<file path="src/design/werm_pkg.sv">
// ----------------------------------------------------------------------------
// werm_pkg
// Shared types and constants for the windowed event rate meter.
// ----------------------------------------------------------------------------
package werm_pkg;

    localparam logic ACT_START = 1'b0;
    localparam logic ACT_ADD   = 1'b1;

    localparam int CNT_W  = 32;
    localparam int TS_W   = 32;
    localparam int RATE_W = 32;
    localparam int DET_W  = 16;

    // count difference times ms per second, before the q24.8 shift
    localparam int MS_W     = 10;
    localparam int PROD_W   = CNT_W + MS_W;
    localparam int FRAC_W   = 8;
    localparam int NUM_HI_W = PROD_W + FRAC_W - RATE_W;

    localparam logic [MS_W-1:0] MS_PER_SECOND = 10'd1000;

    typedef struct packed {
        logic [CNT_W-1:0] count;
        logic [TS_W-1:0]  ts;
    } t_record;

    typedef struct packed {
        logic                start;
        logic [NUM_HI_W-1:0] num_hi;
        logic [RATE_W-1:0]   num_lo;
        logic [TS_W-1:0]     den;
    } t_div_req;

    typedef struct packed {
        logic              done;
        logic [RATE_W-1:0] quot;
    } t_div_rsp;

endpackage

</file>
<file path="src/design/werm_if.sv">
// ----------------------------------------------------------------------------
// werm_if
// Valid/ready channels carrying input items and rate results.
// ----------------------------------------------------------------------------
interface werm_in_if;
    logic        valid;
    logic        ready;
    logic        action;
    logic [15:0] num_detections;
    logic [31:0] timestamp_ms;

    modport source (output valid, output action, output num_detections,
                    output timestamp_ms, input ready);
    modport sink   (input valid, input action, input num_detections,
                    input timestamp_ms, output ready);
endinterface

interface werm_out_if;
    logic        valid;
    logic        ready;
    logic [31:0] rate_per_second;
    logic        window_full;

    modport source (output valid, output rate_per_second, output window_full,
                    input ready);
    modport sink   (input valid, input rate_per_second, input window_full,
                    output ready);
endinterface

</file>
<file path="src/design/werm_ring.sv">
// ----------------------------------------------------------------------------
// werm_ring
// Record ring memory, one write and one registered read per cycle.
// ----------------------------------------------------------------------------
module werm_ring
    import werm_pkg::*;
#(
    parameter int DEPTH = 16,
    parameter int AW    = 4
) (
    input  logic          i_clk,
    input  logic          i_rst_n,
    input  logic          i_wr_en,
    input  logic [AW-1:0] i_wr_addr,
    input  t_record       i_wr_data,
    input  logic          i_rd_en,
    input  logic [AW-1:0] i_rd_addr,
    output t_record       o_rd_data
);

    t_record mem [DEPTH];
    t_record r_rd_data;
    logic    r_zero_valid;
    logic    r_rd_blank;

    always_ff @(posedge i_clk) begin
        if (i_wr_en) begin
            mem[i_wr_addr] <= i_wr_data;
        end
        if (i_rd_en) begin
            r_rd_data <= mem[i_rd_addr];
        end
    end

    // entry 0 reads as zero until its first write
    always_ff @(posedge i_clk) begin
        if (!i_rst_n) begin
            r_zero_valid <= 1'b0;
            r_rd_blank   <= 1'b0;
        end else begin
            if (i_wr_en && i_wr_addr == '0) begin
                r_zero_valid <= 1'b1;
            end
            if (i_rd_en) begin
                r_rd_blank <= (i_rd_addr == '0) && !r_zero_valid;
            end
        end
    end

    assign o_rd_data = r_rd_blank ? '0 : r_rd_data;

    a_no_rw_same_entry: assert property (@(posedge i_clk) disable iff (!i_rst_n)
        (i_rd_en && i_wr_en) |-> (i_rd_addr != i_wr_addr))
        else $error("ring read and write hit the same entry");

endmodule

</file>
<file path="src/design/werm_div.sv">
// ----------------------------------------------------------------------------
// werm_div
// Restoring divider, one quotient bit per cycle, 32-bit quotient.
// ----------------------------------------------------------------------------
module werm_div
    import werm_pkg::*;
(
    input  logic     i_clk,
    input  logic     i_rst_n,
    input  t_div_req i_req,
    output t_div_rsp o_rsp
);

    localparam int CW = $clog2(RATE_W);

    logic [TS_W-1:0]   r_rem;
    logic [RATE_W-1:0] r_q;
    logic [TS_W-1:0]   r_den;
    logic [CW-1:0]     r_cnt;
    logic              r_busy;
    logic              r_done;

    logic [TS_W:0]     trial;
    logic              qbit;

    always_comb begin
        trial = {r_rem, r_q[RATE_W-1]};
        qbit  = trial >= {1'b0, r_den};
    end

    always_ff @(posedge i_clk) begin
        if (!i_rst_n) begin
            r_busy <= 1'b0;
            r_done <= 1'b0;
            r_cnt  <= '0;
        end else begin
            r_done <= 1'b0;
            if (i_req.start && !r_busy) begin
                r_busy <= 1'b1;
                r_cnt  <= CW'(RATE_W - 1);
            end else if (r_busy) begin
                r_cnt <= r_cnt - 1'b1;
                if (r_cnt == '0) begin
                    r_busy <= 1'b0;
                    r_done <= 1'b1;
                end
            end
        end
    end

    always_ff @(posedge i_clk) begin
        if (i_req.start && !r_busy) begin
            r_rem <= TS_W'(i_req.num_hi);
            r_q   <= i_req.num_lo;
            r_den <= i_req.den;
        end else if (r_busy) begin
            r_rem <= qbit ? TS_W'(trial - {1'b0, r_den}) : trial[TS_W-1:0];
            r_q   <= {r_q[RATE_W-2:0], qbit};
        end
    end

    assign o_rsp.done = r_done;
    assign o_rsp.quot = r_q;

    a_start_idle: assert property (@(posedge i_clk) disable iff (!i_rst_n)
        i_req.start |-> !r_busy)
        else $error("divider started while busy");

    a_rem_below_den: assert property (@(posedge i_clk) disable iff (!i_rst_n)
        r_busy |-> (r_rem < r_den))
        else $error("divider remainder not below divisor");

endmodule

</file>
<file path="src/design/windowed_event_rate_meter.sv">
// ----------------------------------------------------------------------------
// windowed_event_rate_meter
// Ring of {cumulative count, timestamp} records; reports events per second
// between newest and oldest record in unsigned q24.8, saturated.
//
//   port      dir   fields                                       handshake
//   i_item    in    action, num_detections, timestamp_ms         valid/ready
//   o_result  out   rate_per_second, window_full                 valid/ready
//
// one item in flight: accept and ring write, oldest read, difference,
// multiply, bit-serial divide, output load. a zero time difference or a
// saturating quotient skips the divider. reset is synchronous and needs no
// clearing pass. the next item is taken while a result waits in the output
// register.
// ----------------------------------------------------------------------------
module windowed_event_rate_meter
    import werm_pkg::*;
#(
    parameter int RING_DEPTH = 16
) (
    input  logic       i_clk,
    input  logic       i_rst_n,
    werm_in_if.sink    i_item,
    werm_out_if.source o_result
);

    localparam int          AW   = $clog2(RING_DEPTH);
    localparam logic [AW-1:0] LAST = AW'(RING_DEPTH - 1);

    localparam logic [2:0] ST_IDLE = 3'd0;
    localparam logic [2:0] ST_READ = 3'd1;
    localparam logic [2:0] ST_WAIT = 3'd2;
    localparam logic [2:0] ST_MUL  = 3'd3;
    localparam logic [2:0] ST_DIV  = 3'd4;
    localparam logic [2:0] ST_DVW  = 3'd5;
    localparam logic [2:0] ST_FIN  = 3'd6;

    logic [2:0]        r_state, n_state;
    logic [AW-1:0]     r_wi, n_wi;
    logic              r_full, n_full;
    logic [CNT_W-1:0]  r_last_count, n_last_count;
    logic [TS_W-1:0]   r_last_ts, n_last_ts;
    logic [CNT_W-1:0]  r_dc;
    logic [TS_W-1:0]   r_dt;
    logic [PROD_W-1:0] r_prod;
    logic [RATE_W-1:0] r_rate;
    logic              r_out_valid;
    logic [RATE_W-1:0] r_out_rate;
    logic              r_out_full;

    logic          in_fire;
    logic          is_add;
    logic          wr_en;
    logic [AW-1:0] wr_addr;
    t_record       wr_data;
    logic          rd_en;
    logic [AW-1:0] rd_addr;
    t_record       rd_data;
    t_div_req      div_req;
    t_div_rsp      div_rsp;
    logic          sat;
    logic          out_load;

    assign i_item.ready = (r_state == ST_IDLE);
    assign in_fire      = i_item.valid && i_item.ready;
    assign is_add       = (i_item.action == ACT_ADD);

    always_comb begin
        n_last_count = r_last_count;
        n_last_ts    = r_last_ts;
        n_wi         = r_wi;
        n_full       = r_full;
        if (in_fire) begin
            n_last_ts = i_item.timestamp_ms;
            if (is_add) begin
                n_last_count = r_last_count + CNT_W'(i_item.num_detections);
                n_wi         = (r_wi == LAST) ? '0 : r_wi + 1'b1;
                n_full       = r_full || (r_wi == LAST);
            end else begin
                n_last_count = '0;
                n_wi         = AW'(1);
                n_full       = 1'b0;
            end
        end
    end

    assign wr_en         = in_fire;
    assign wr_addr       = is_add ? r_wi : '0;
    assign wr_data.count = n_last_count;
    assign wr_data.ts    = n_last_ts;

    // oldest record: slot 0 until the ring wraps, then the next write slot
    assign rd_en   = (r_state == ST_READ);
    assign rd_addr = r_full ? r_wi : '0;

    werm_ring #(
        .DEPTH (RING_DEPTH),
        .AW    (AW)
    ) u_ring (
        .i_clk     (i_clk),
        .i_rst_n   (i_rst_n),
        .i_wr_en   (wr_en),
        .i_wr_addr (wr_addr),
        .i_wr_data (wr_data),
        .i_rd_en   (rd_en),
        .i_rd_addr (rd_addr),
        .o_rd_data (rd_data)
    );

    // quotient reaches 2^32 exactly when the high part is not below dt
    assign sat = {{(TS_W-NUM_HI_W){1'b0}}, r_prod[PROD_W-1 -: NUM_HI_W]} >= r_dt;

    assign div_req.start  = (r_state == ST_DIV) && (r_dt != '0) && !sat;
    assign div_req.num_hi = r_prod[PROD_W-1 -: NUM_HI_W];
    assign div_req.num_lo = {r_prod[RATE_W-FRAC_W-1:0], {FRAC_W{1'b0}}};
    assign div_req.den    = r_dt;

    werm_div u_div (
        .i_clk   (i_clk),
        .i_rst_n (i_rst_n),
        .i_req   (div_req),
        .o_rsp   (div_rsp)
    );

    assign out_load = (r_state == ST_FIN) && (!r_out_valid || o_result.ready);

    always_comb begin
        n_state = r_state;
        case (r_state)
            ST_IDLE: begin
                if (in_fire) begin
                    n_state = ST_READ;
                end
            end
            ST_READ: n_state = ST_WAIT;
            ST_WAIT: n_state = ST_MUL;
            ST_MUL:  n_state = ST_DIV;
            ST_DIV: begin
                n_state = div_req.start ? ST_DVW : ST_FIN;
            end
            ST_DVW: begin
                if (div_rsp.done) begin
                    n_state = ST_FIN;
                end
            end
            ST_FIN: begin
                if (out_load) begin
                    n_state = ST_IDLE;
                end
            end
            default: n_state = ST_IDLE;
        endcase
    end

    always_ff @(posedge i_clk) begin
        if (!i_rst_n) begin
            r_state      <= ST_IDLE;
            r_wi         <= AW'(1);
            r_full       <= 1'b0;
            r_last_count <= '0;
            r_last_ts    <= '0;
            r_out_valid  <= 1'b0;
        end else begin
            r_state      <= n_state;
            r_wi         <= n_wi;
            r_full       <= n_full;
            r_last_count <= n_last_count;
            r_last_ts    <= n_last_ts;
            if (out_load) begin
                r_out_valid <= 1'b1;
            end else if (o_result.ready) begin
                r_out_valid <= 1'b0;
            end
        end
    end

    always_ff @(posedge i_clk) begin
        if (r_state == ST_WAIT) begin
            r_dc <= r_last_count - rd_data.count;
            r_dt <= r_last_ts - rd_data.ts;
        end
        if (r_state == ST_MUL) begin
            r_prod <= PROD_W'(r_dc) * PROD_W'(MS_PER_SECOND);
        end
        if (r_state == ST_DIV) begin
            if (r_dt == '0) begin
                r_rate <= '0;
            end else if (sat) begin
                r_rate <= '1;
            end
        end
        if (r_state == ST_DVW && div_rsp.done) begin
            r_rate <= div_rsp.quot;
        end
        if (out_load) begin
            r_out_rate <= r_rate;
            r_out_full <= r_full;
        end
    end

    assign o_result.valid           = r_out_valid;
    assign o_result.rate_per_second = r_out_rate;
    assign o_result.window_full     = r_out_full;

    a_start_clears: assert property (@(posedge i_clk) disable iff (!i_rst_n)
        (in_fire && i_item.action == ACT_START)
            |=> (!r_full && r_wi == AW'(1) && r_last_count == '0))
        else $error("start did not clear the ring state");

    a_zero_dt_rate: assert property (@(posedge i_clk) disable iff (!i_rst_n)
        (r_state == ST_FIN && r_dt == '0) |-> (r_rate == '0))
        else $error("zero time difference gave a nonzero rate");

    a_div_operands: assert property (@(posedge i_clk) disable iff (!i_rst_n)
        div_req.start |-> (r_dt != '0 && !sat))
        else $error("divider started on a zero or saturating quotient");

endmodule
</file>
<file path="src/flat_wrapper.sv">
// flat-port wrapper written by rule: the top's interface ports become plain ports
module windowed_event_rate_meter_flat import werm_pkg::*;
#(
    parameter int RING_DEPTH = 16
)
  (i_clk, i_rst_n, i_item_valid, i_item_action, i_item_num_detections, i_item_timestamp_ms, i_item_ready, o_result_valid, o_result_rate_per_second, o_result_window_full, o_result_ready);
  werm_in_if i_item_i ();
  werm_out_if o_result_i ();
  input  logic i_clk;
  input  logic i_rst_n;
  input wire logic [$bits(i_item_i.valid)-1:0] i_item_valid;
  input wire logic [$bits(i_item_i.action)-1:0] i_item_action;
  input wire logic [$bits(i_item_i.num_detections)-1:0] i_item_num_detections;
  input wire logic [$bits(i_item_i.timestamp_ms)-1:0] i_item_timestamp_ms;
  output wire logic [$bits(i_item_i.ready)-1:0] i_item_ready;
  output wire logic [$bits(o_result_i.valid)-1:0] o_result_valid;
  output wire logic [$bits(o_result_i.rate_per_second)-1:0] o_result_rate_per_second;
  output wire logic [$bits(o_result_i.window_full)-1:0] o_result_window_full;
  input wire logic [$bits(o_result_i.ready)-1:0] o_result_ready;
  assign i_item_i.valid = i_item_valid;
  assign i_item_i.action = i_item_action;
  assign i_item_i.num_detections = i_item_num_detections;
  assign i_item_i.timestamp_ms = i_item_timestamp_ms;
  assign i_item_ready = i_item_i.ready;
  assign o_result_valid = o_result_i.valid;
  assign o_result_rate_per_second = o_result_i.rate_per_second;
  assign o_result_window_full = o_result_i.window_full;
  assign o_result_i.ready = o_result_ready;
  windowed_event_rate_meter #(.RING_DEPTH(RING_DEPTH)) u_core (.i_clk(i_clk), .i_rst_n(i_rst_n), .i_item(i_item_i), .o_result(o_result_i));
endmodule
</file>
<file path="config.mk">
export PLATFORM = sky130hd
export DESIGN_NAME = windowed_event_rate_meter_flat
export DESIGN_NICKNAME = d
export VERILOG_FILES = /design/src/design/werm_pkg.sv /design/src/design/werm_if.sv /design/src/design/werm_ring.sv /design/src/design/werm_div.sv /design/src/design/windowed_event_rate_meter.sv /design/src/flat_wrapper.sv
export SDC_FILE = /design/constraint.sdc
export NUM_CORES = 2
export LEC_CHECK = 0
export BUFFER_PORTS_ARGS = -buffer_cell sky130_fd_sc_hd__buf_4
export CAP_MARGIN = 20
export CORE_MARGIN = 2
export CORE_UTILIZATION = 55
export CTS_CLUSTER_DIAMETER = 30
export DETAILED_ROUTE_END_ITERATION = 16
export GPL_TIMING_DRIVEN = 1
export PLACE_DENSITY = 0.71
export SLEW_MARGIN = 10
export SYNTH_ARGS = -nofsm -noshare
export SYNTH_HDL_FRONTEND = slang
export SYNTH_SLANG_ARGS = --single-unit
</file>
<file path="constraint.sdc">
create_clock -name i_clk -period 12.8 [get_ports i_clk]
set_clock_uncertainty 0.15 [all_clocks]
set_input_delay 1.28 -clock i_clk [delete_from_list [all_inputs] [get_ports i_clk]]
set_output_delay 1.28 -clock i_clk [all_outputs]
set_load 0.005 [all_outputs]
</file>
=== After elaboration in Yosys (flattened, before gate mapping) ===
Memories as Yosys holds them, arrays and structs flattened. A register that Yosys moved wholly into a read port is not among the register bits.
Index checks and enable logic that the tools add are counted.

* $add $sub $neg: 6
* $mul: 1
* Divide/modulo/power cells: 0
* Magnitude comparators: 2
* Eq/ne operators: 10
* Shift-type cells: 0
* Muxes and demuxes: 33
* Bitwise operators: 2
* Reduce and logical (&&, ||, !) cells: 27

{| class="wikitable"
|+ Operators with widths
! cell !! number
|-
| 2-to-1 mux 32 bit || 10
|-
| subtractor 32 bit || 3
|-
| 2-to-1 mux 64 bit || 1
|-
| multiplier 32 x 7 -> 39 bit (second input constant) || 1
|-
| 2-to-1 mux 18 bit || 2
|-
| >= comparator 33 x 32 -> 1 bit || 1
|-
| adder 32 x 16 -> 32 bit || 1
|-
| >= comparator 18 x 32 -> 1 bit || 1
|-
| logical NOT 32 bit || 1
|-
| nonzero test 32 bit || 1
|-
| one-hot mux 3 bit (7 select lines) || 1
|-
| 2-to-1 mux 4 bit || 4
|-
| 2-to-1 mux 5 bit || 2
|-
| equality test 3 bit (second input constant) || 3
|-
| 2-to-1 mux 1 bit || 9
|-
| 2-to-1 mux 3 bit || 3
|-
| logical AND 1 bit || 8
|-
| logical NOT 4 bit || 2
|-
| equality test 3 x 2 -> 1 bit (second input constant) || 2
|-
| nonzero test 2 bit || 3
|-
| logical NOT 5 bit || 1
|-
| subtractor 5 x 1 -> 5 bit (second input constant) || 1
|-
| adder 4 x 1 -> 4 bit (second input constant) || 1
|-
| equality test 4 bit (second input constant) || 1
|-
| 12 further kinds || 18
|}

* Register bits: 346
* Latch bits: 0
* Memory bits (writable): 1,024
* ROM bits: 0
* Input bits: 53
* Output and inout port bits: 35
* Word-level logic and storage cells: 105
* Memories kept: 1

{| class="wikitable"
|+ Memories
! name !! depth !! width !! rd ports !! clocked after memory_dff !! wr ports !! line !! source
|-
| u_core.u_ring.mem || 16 || 64 || 1 || 1 || 1 || werm_ring.sv:21 || <nowiki>t_record mem [DEPTH];</nowiki>
|}

=== Logic depth before layout (Yosys ltp) ===
* Depth in word-level cells: 5
* Mapped depth: 18
* Gate-level depth less buffers: 17

=== Hierarchy ===
A second synthesis with hierarchy kept.

* Cell total of the unflattened synthesis: 4,384
* Area, all modules: 65,541.6 µm²

{| class="wikitable"
|+ By module, submodules not included
! module !! times used !! cells each !! area an instance (µm²) !! seq. area each (µm²)
|-
| werm_ring || 1 || 1,869 || 41,172.0 || 32,711.4
|-
| windowed_event_rate_meter || 1 || 1,894 || 18,370.1 || 6,506.2
|-
| werm_div || 1 || 621 || 5,999.5 || 2,882.8
|}

=== Worst setup path before layout ===
No wires, ideal clock.

* Path kind: input -> register
* Start: input i_item_action
* End: memory u_core.u_ring.mem[9][0] (netlist name) (enable)
* Setup time: 0.564 ns
* Data arrival time: 6.672 ns
* Required time: 12.086 ns
* Setup slack: 5.413 ns
* Cell stages on the path: 6
* Buffers on the path: 2
* Cells stage by stage: clkbuf_1 -> inv_1 -> nor2_1 -> clkbuf_1 -> nand3_1 -> nor3_1

* Cells in the longest elaborated chain, start to end: 1

{| class="wikitable"
|+ Ends and longest elaborated chain
! item !! line !! source
|-
| start: declaration || flat_wrapper.sv:12 || <nowiki>input wire logic [$bits(i_item_i.action)-1:0] i_item_action;</nowiki>
|-
| 2-to-1 mux 4 bit || windowed_event_rate_meter.sv:88 || <nowiki>assign wr_addr = is_add ? r_wi : '0;</nowiki>
|-
| end: declaration || werm_ring.sv:21 ||
|}

Every way passes these cells.

=== Worst setup path in the final report ===
* Start: register u_core.r_dc[7]
* End: register u_core.r_prod[41], data pin

* Cells in the longest elaborated chain, start to end: 1

{| class="wikitable"
|+ Ends and longest elaborated chain
! item !! line !! source
|-
| start: declaration || windowed_event_rate_meter.sv:43 || <nowiki>logic [CNT_W-1:0] r_dc;</nowiki>
|-
| start signal: assignment || windowed_event_rate_meter.sv:179 || <nowiki>r_dc <= r_last_count - rd_data.count;</nowiki>
|-
| multiplier 32 x 7 -> 39 bit || windowed_event_rate_meter.sv:183 || <nowiki>r_prod <= PROD_W'(r_dc) * PROD_W'(MS_PER_SECOND);</nowiki>
|-
| end signal: assignment || windowed_event_rate_meter.sv:183 ||
|-
| end: declaration || windowed_event_rate_meter.sv:45 || <nowiki>logic [PROD_W-1:0] r_prod;</nowiki>
|}

Every way passes these cells.
A chain may end at the register's enable or synchronous reset.

==> impl_results.md <==
- Root Buffer: clkbuf_16
- Number of port buffers: 87
- Initial Util: 55.44%
- Switch share: 27.06%
- Clock sink count: 1,434
- Int Power: 11,340 µW
- Sequential Area: 0.04204 mm²
- Rows: 126
- Share of layout cells above drive strength 1: 12.10%
- Reg2reg end: u_core.r_prod[41]
- Critical Path Source Type: flip-flop
- Critical Path Fanout Max: 4
- Area growth, synth to finish: 17.72%
- DRC: 0
- Most common cell after layout, fill and taps aside: edfxtp_1
- Crit. End Element: flip-flop
- DP HPWL: 93,080 µm
- Pwr dens: 202.1 mW/mm²
- CTS max path bufs: 4
- Crit path kind: reg -> reg
- Number of synthesized flops with an enable pin: 1,330
- Net count, final: 5,538
- CTS H-tree lvls: 5
- RR Startpoint: u_core.r_dc[7]
- Slew HR: 23.91%
- Initial antenna violation count: 6
- Core footprint: 0.1179 mm²
- Fillers: 8,262
- RSZ-0062 raised after global routing: no
- Minimum clock period: 5.810 ns
- Final Hold Vio Count: 0
- Pins Over Slew Limit: 0
- Setup TNS: 0 ns
- DRT Wirelength: 165,900 µm
- CP required: 13.25 ns
- Number of global-route vias before repair: 42,609
- CTS resizes: 0
- Largest net degree at the start of global routing: 177
- Top Ports: 88
- Die area: 0.1216 mm²
- Reg2reg setup slack: 6.99 ns
- Reg2reg path depth: 17
- Sequential power share: 35.6%
- Drt via density: 6.135
- CTS tree: yes
- Hold/Removal Path Class: reg -> reg
- GPL Wtd Cong: 0.8809
- DR WL/cell: 24.11 µm
- N_diodes: 0
- Clock latency on the worst-skew pair: 0.88 ns
- Max Clk Rate: 172.1 MHz
- Post-CTS Hold Fix Bufs: 0
- Die Ht: 348.8 µm
- Max-cap violations: 0
- Post-CTS Setup Bufs: 0
- Slew @ Worst Pin: 1.141 ns
- Gr usage total: 27.19%
- Num CTS Buffers: 274
- Synth warnings: 0
- Combinational power share: 19.5%
- Leakage power: 0.02827 µW
- Cell Chain, Critical Path: inv_1 > fa_1 > fa_1 > fa_1 > inv_1 > fa_1 > ha_1 > a21o_1 > o32ai_1 > a311oi_1 > a211oi_1 > o31ai_1 > o211a_1 > o21bai_1 > a21o_1 > a311oi_1 > xnor2_1
- Min-delay src: u_core.r_rate[19]
- Total number of vias: 42,218
- Commonest cells after routing, fill and taps aside: edfxtp_1, nand2_1, nor2_1, a21oi_1, mux2i_1
- Mapped Avg Cell Area: 13.22 µm²
- Cells after synthesis: 4,945
- Critical path's largest stage delay: 0.57 ns
- First-pass GRT wire length: 251,300 µm
- ANT nets after route: 0
- Power share of the clock group: 44.9%
- Sequential-to-total area share from yosys stat: 64.28%
- Outcome: finished clean
- TritonRoute pass-1 iters: 6
- Synth cell types: 76
- Share of the core filled with cells: 65.26%
- Initial drt markers: 4,784
- Tcrit/Tclk final: 45.39%
- Endpoints failing setup: 0
- CP dominant cell by count: fa_1
- Most used DFF post-synth: edfxtp_1
- Mapped cell area: 0.06537 mm²
- CP max stage cell: a311oi_1
- Multi-input logic area: 0.02168 mm²
- VDD IR max: 0.1299 mV
- Grt ovf: 0
- WHS Endpoint: u_core.o_result.rate_per_second[19]
- Net Switching: 4208 µW
- Hold Path Cell Cnt: 0
- Horiz. Die Dim: 348.8 µm
- Post-synthesis register bit count: 1,434
- Async S/R FF share, synth: 0%
- WP data arrival: 6.26 ns
- Syn_nets: 5,336
- Clock-pin slew on the worst setup and hold paths: 0.05 ns
## worst max path at each step
stage	from	end	slack, ns	cells past startpoint
after floorplan	i_item_action	u_core.u_ring.mem[9][0]	5.41	6
after global placement	u_core.r_dc[7]	u_core.r_prod[41]	7.06	17
after detailed placement	u_core.r_dc[7]	u_core.r_prod[41]	7.02	17
after CTS	u_core.r_dc[7]	u_core.r_prod[41]	7.05	17
after global routing	u_core.r_dc[3]	u_core.r_prod[38]	6.69	17
final	u_core.r_dc[7]	u_core.r_prod[41]	6.99	17
## metrics by stage
stage               hold WS, ns  area [µm²]  power, µW  setup slack [ns]  cells
CTS                      0.2654       76870      15590             7.047   6874
floorplan                0.2503       65370       7897             5.413   4945
detailed placement       0.2545       67880       8603             7.017   6400
finish                   0.2648       76960      15550             6.990   6881
global route             0.2680       76960      16210             6.686   6881
global placement         0.2508       67860       8532             7.061   6398
## cells in the mapped netlist (66+ instances only)
master / n / share of area (%)
o21ai_0: 187 / 1.4
xnor2_1: 97 / 1.3
a21o_1: 81 / 0.93
o221ai_1: 195 / 2.6
a21oi_1: 356 / 2.7
o2111ai_1: 66 / 0.88
inv_1: 263 / 1.5
edfxtp_1: 1330 / 61
nand2_1: 464 / 2.7
nand2b_1: 84 / 0.80
ha_1: 216 / 4.1
dfxtp_1: 104 / 3.2
clkbuf_1: 205 / 1.2
mux2i_1: 281 / 4.3
nor2_1: 411 / 2.4
fa_1: 122 / 3.7
## kinds of logic (layout without fill, tap and decap cells)
| group | Yosys count | count (layout) | share of synthesized area (%) |
|---|---|---|---|
| compound gates | 1072 | 1072 | 10.95 |
| flops | 1434 | 1434 | 64.28 |
| fa+ha+maj | 338 | 338 | 7.870 |
| xor+xnor | 134 | 134 | 1.795 |
| mux | 285 | 285 | 4.371 |
| simple gates | 1177 | 1177 | 7.828 |
| buf+inv | 505 | 905 | 2.907 |
## final cells by class
type | count | share of cell area [%]
Multi-Input combinational cell | 3006 | 28.17
Timing Repair Buffer | 166 | 1.732
Inverter | 265 | 1.293
Sequential cell | 1434 | 54.63
Clock inverter | 165 | 2.436
Clock buffer | 309 | 9.245
Tap cell | 1536 | 2.497
## layer usage
metal	share of wire, %	track usage [%]	up-vias
met1	40	36.55	20840
met4	3.1	9.958	0
met5	0	0	-
li1	-	-	18911
met2	48	44.38	2086
met3	8.6	5.099	381
## power groups by stage
stage	Combinational, µW	Sequential (µW)	Clock (µW)
6_report	3030	5540	6980
5_1_grt	3390	5550	7280
2_1_floorplan	2300	5590	0
4_1_cts	3010	5540	7040
3_5_place_dp	2980	5630	0
3_3_place_gp	2910	5620	0
## critical path: cells and delay by family, from the launching register on
family                     cells  cell delay (ns)
xor gates and xnor gates       1             0.11
AOI/OAI and AO/OA              9             2.30
adders and majority gates      5             2.32
buffers and inverters          2             0.30
DFF                            1             0.41
## sequential cells by signal, summed over array words and instances (netlist names)
name,cells
u_core.u_ring.mem,1024
u_core.u_ring.r_rd_data,64
u_core.r_prod,39
u_core.o_result.rate_per_second,32
u_core.r_dc,32
u_core.r_dt,32
u_core.r_last_count,32
u_core.r_last_ts,32
u_core.r_rate,32
u_core.u_div.r_den,32
u_core.u_div.r_q,32
u_core.u_div.r_rem,32
u_core.u_div.r_cnt,5
u_core.r_wi,4
u_core.r_state,3
u_core.o_result.valid,1
u_core.o_result.window_full,1
u_core.r_full,1
u_core.u_div.r_busy,1
u_core.u_div.r_done,1
u_core.u_ring.r_rd_blank,1
u_core.u_ring.r_zero_valid,1
No activity file was read; power rests on OpenSTA's default activity.
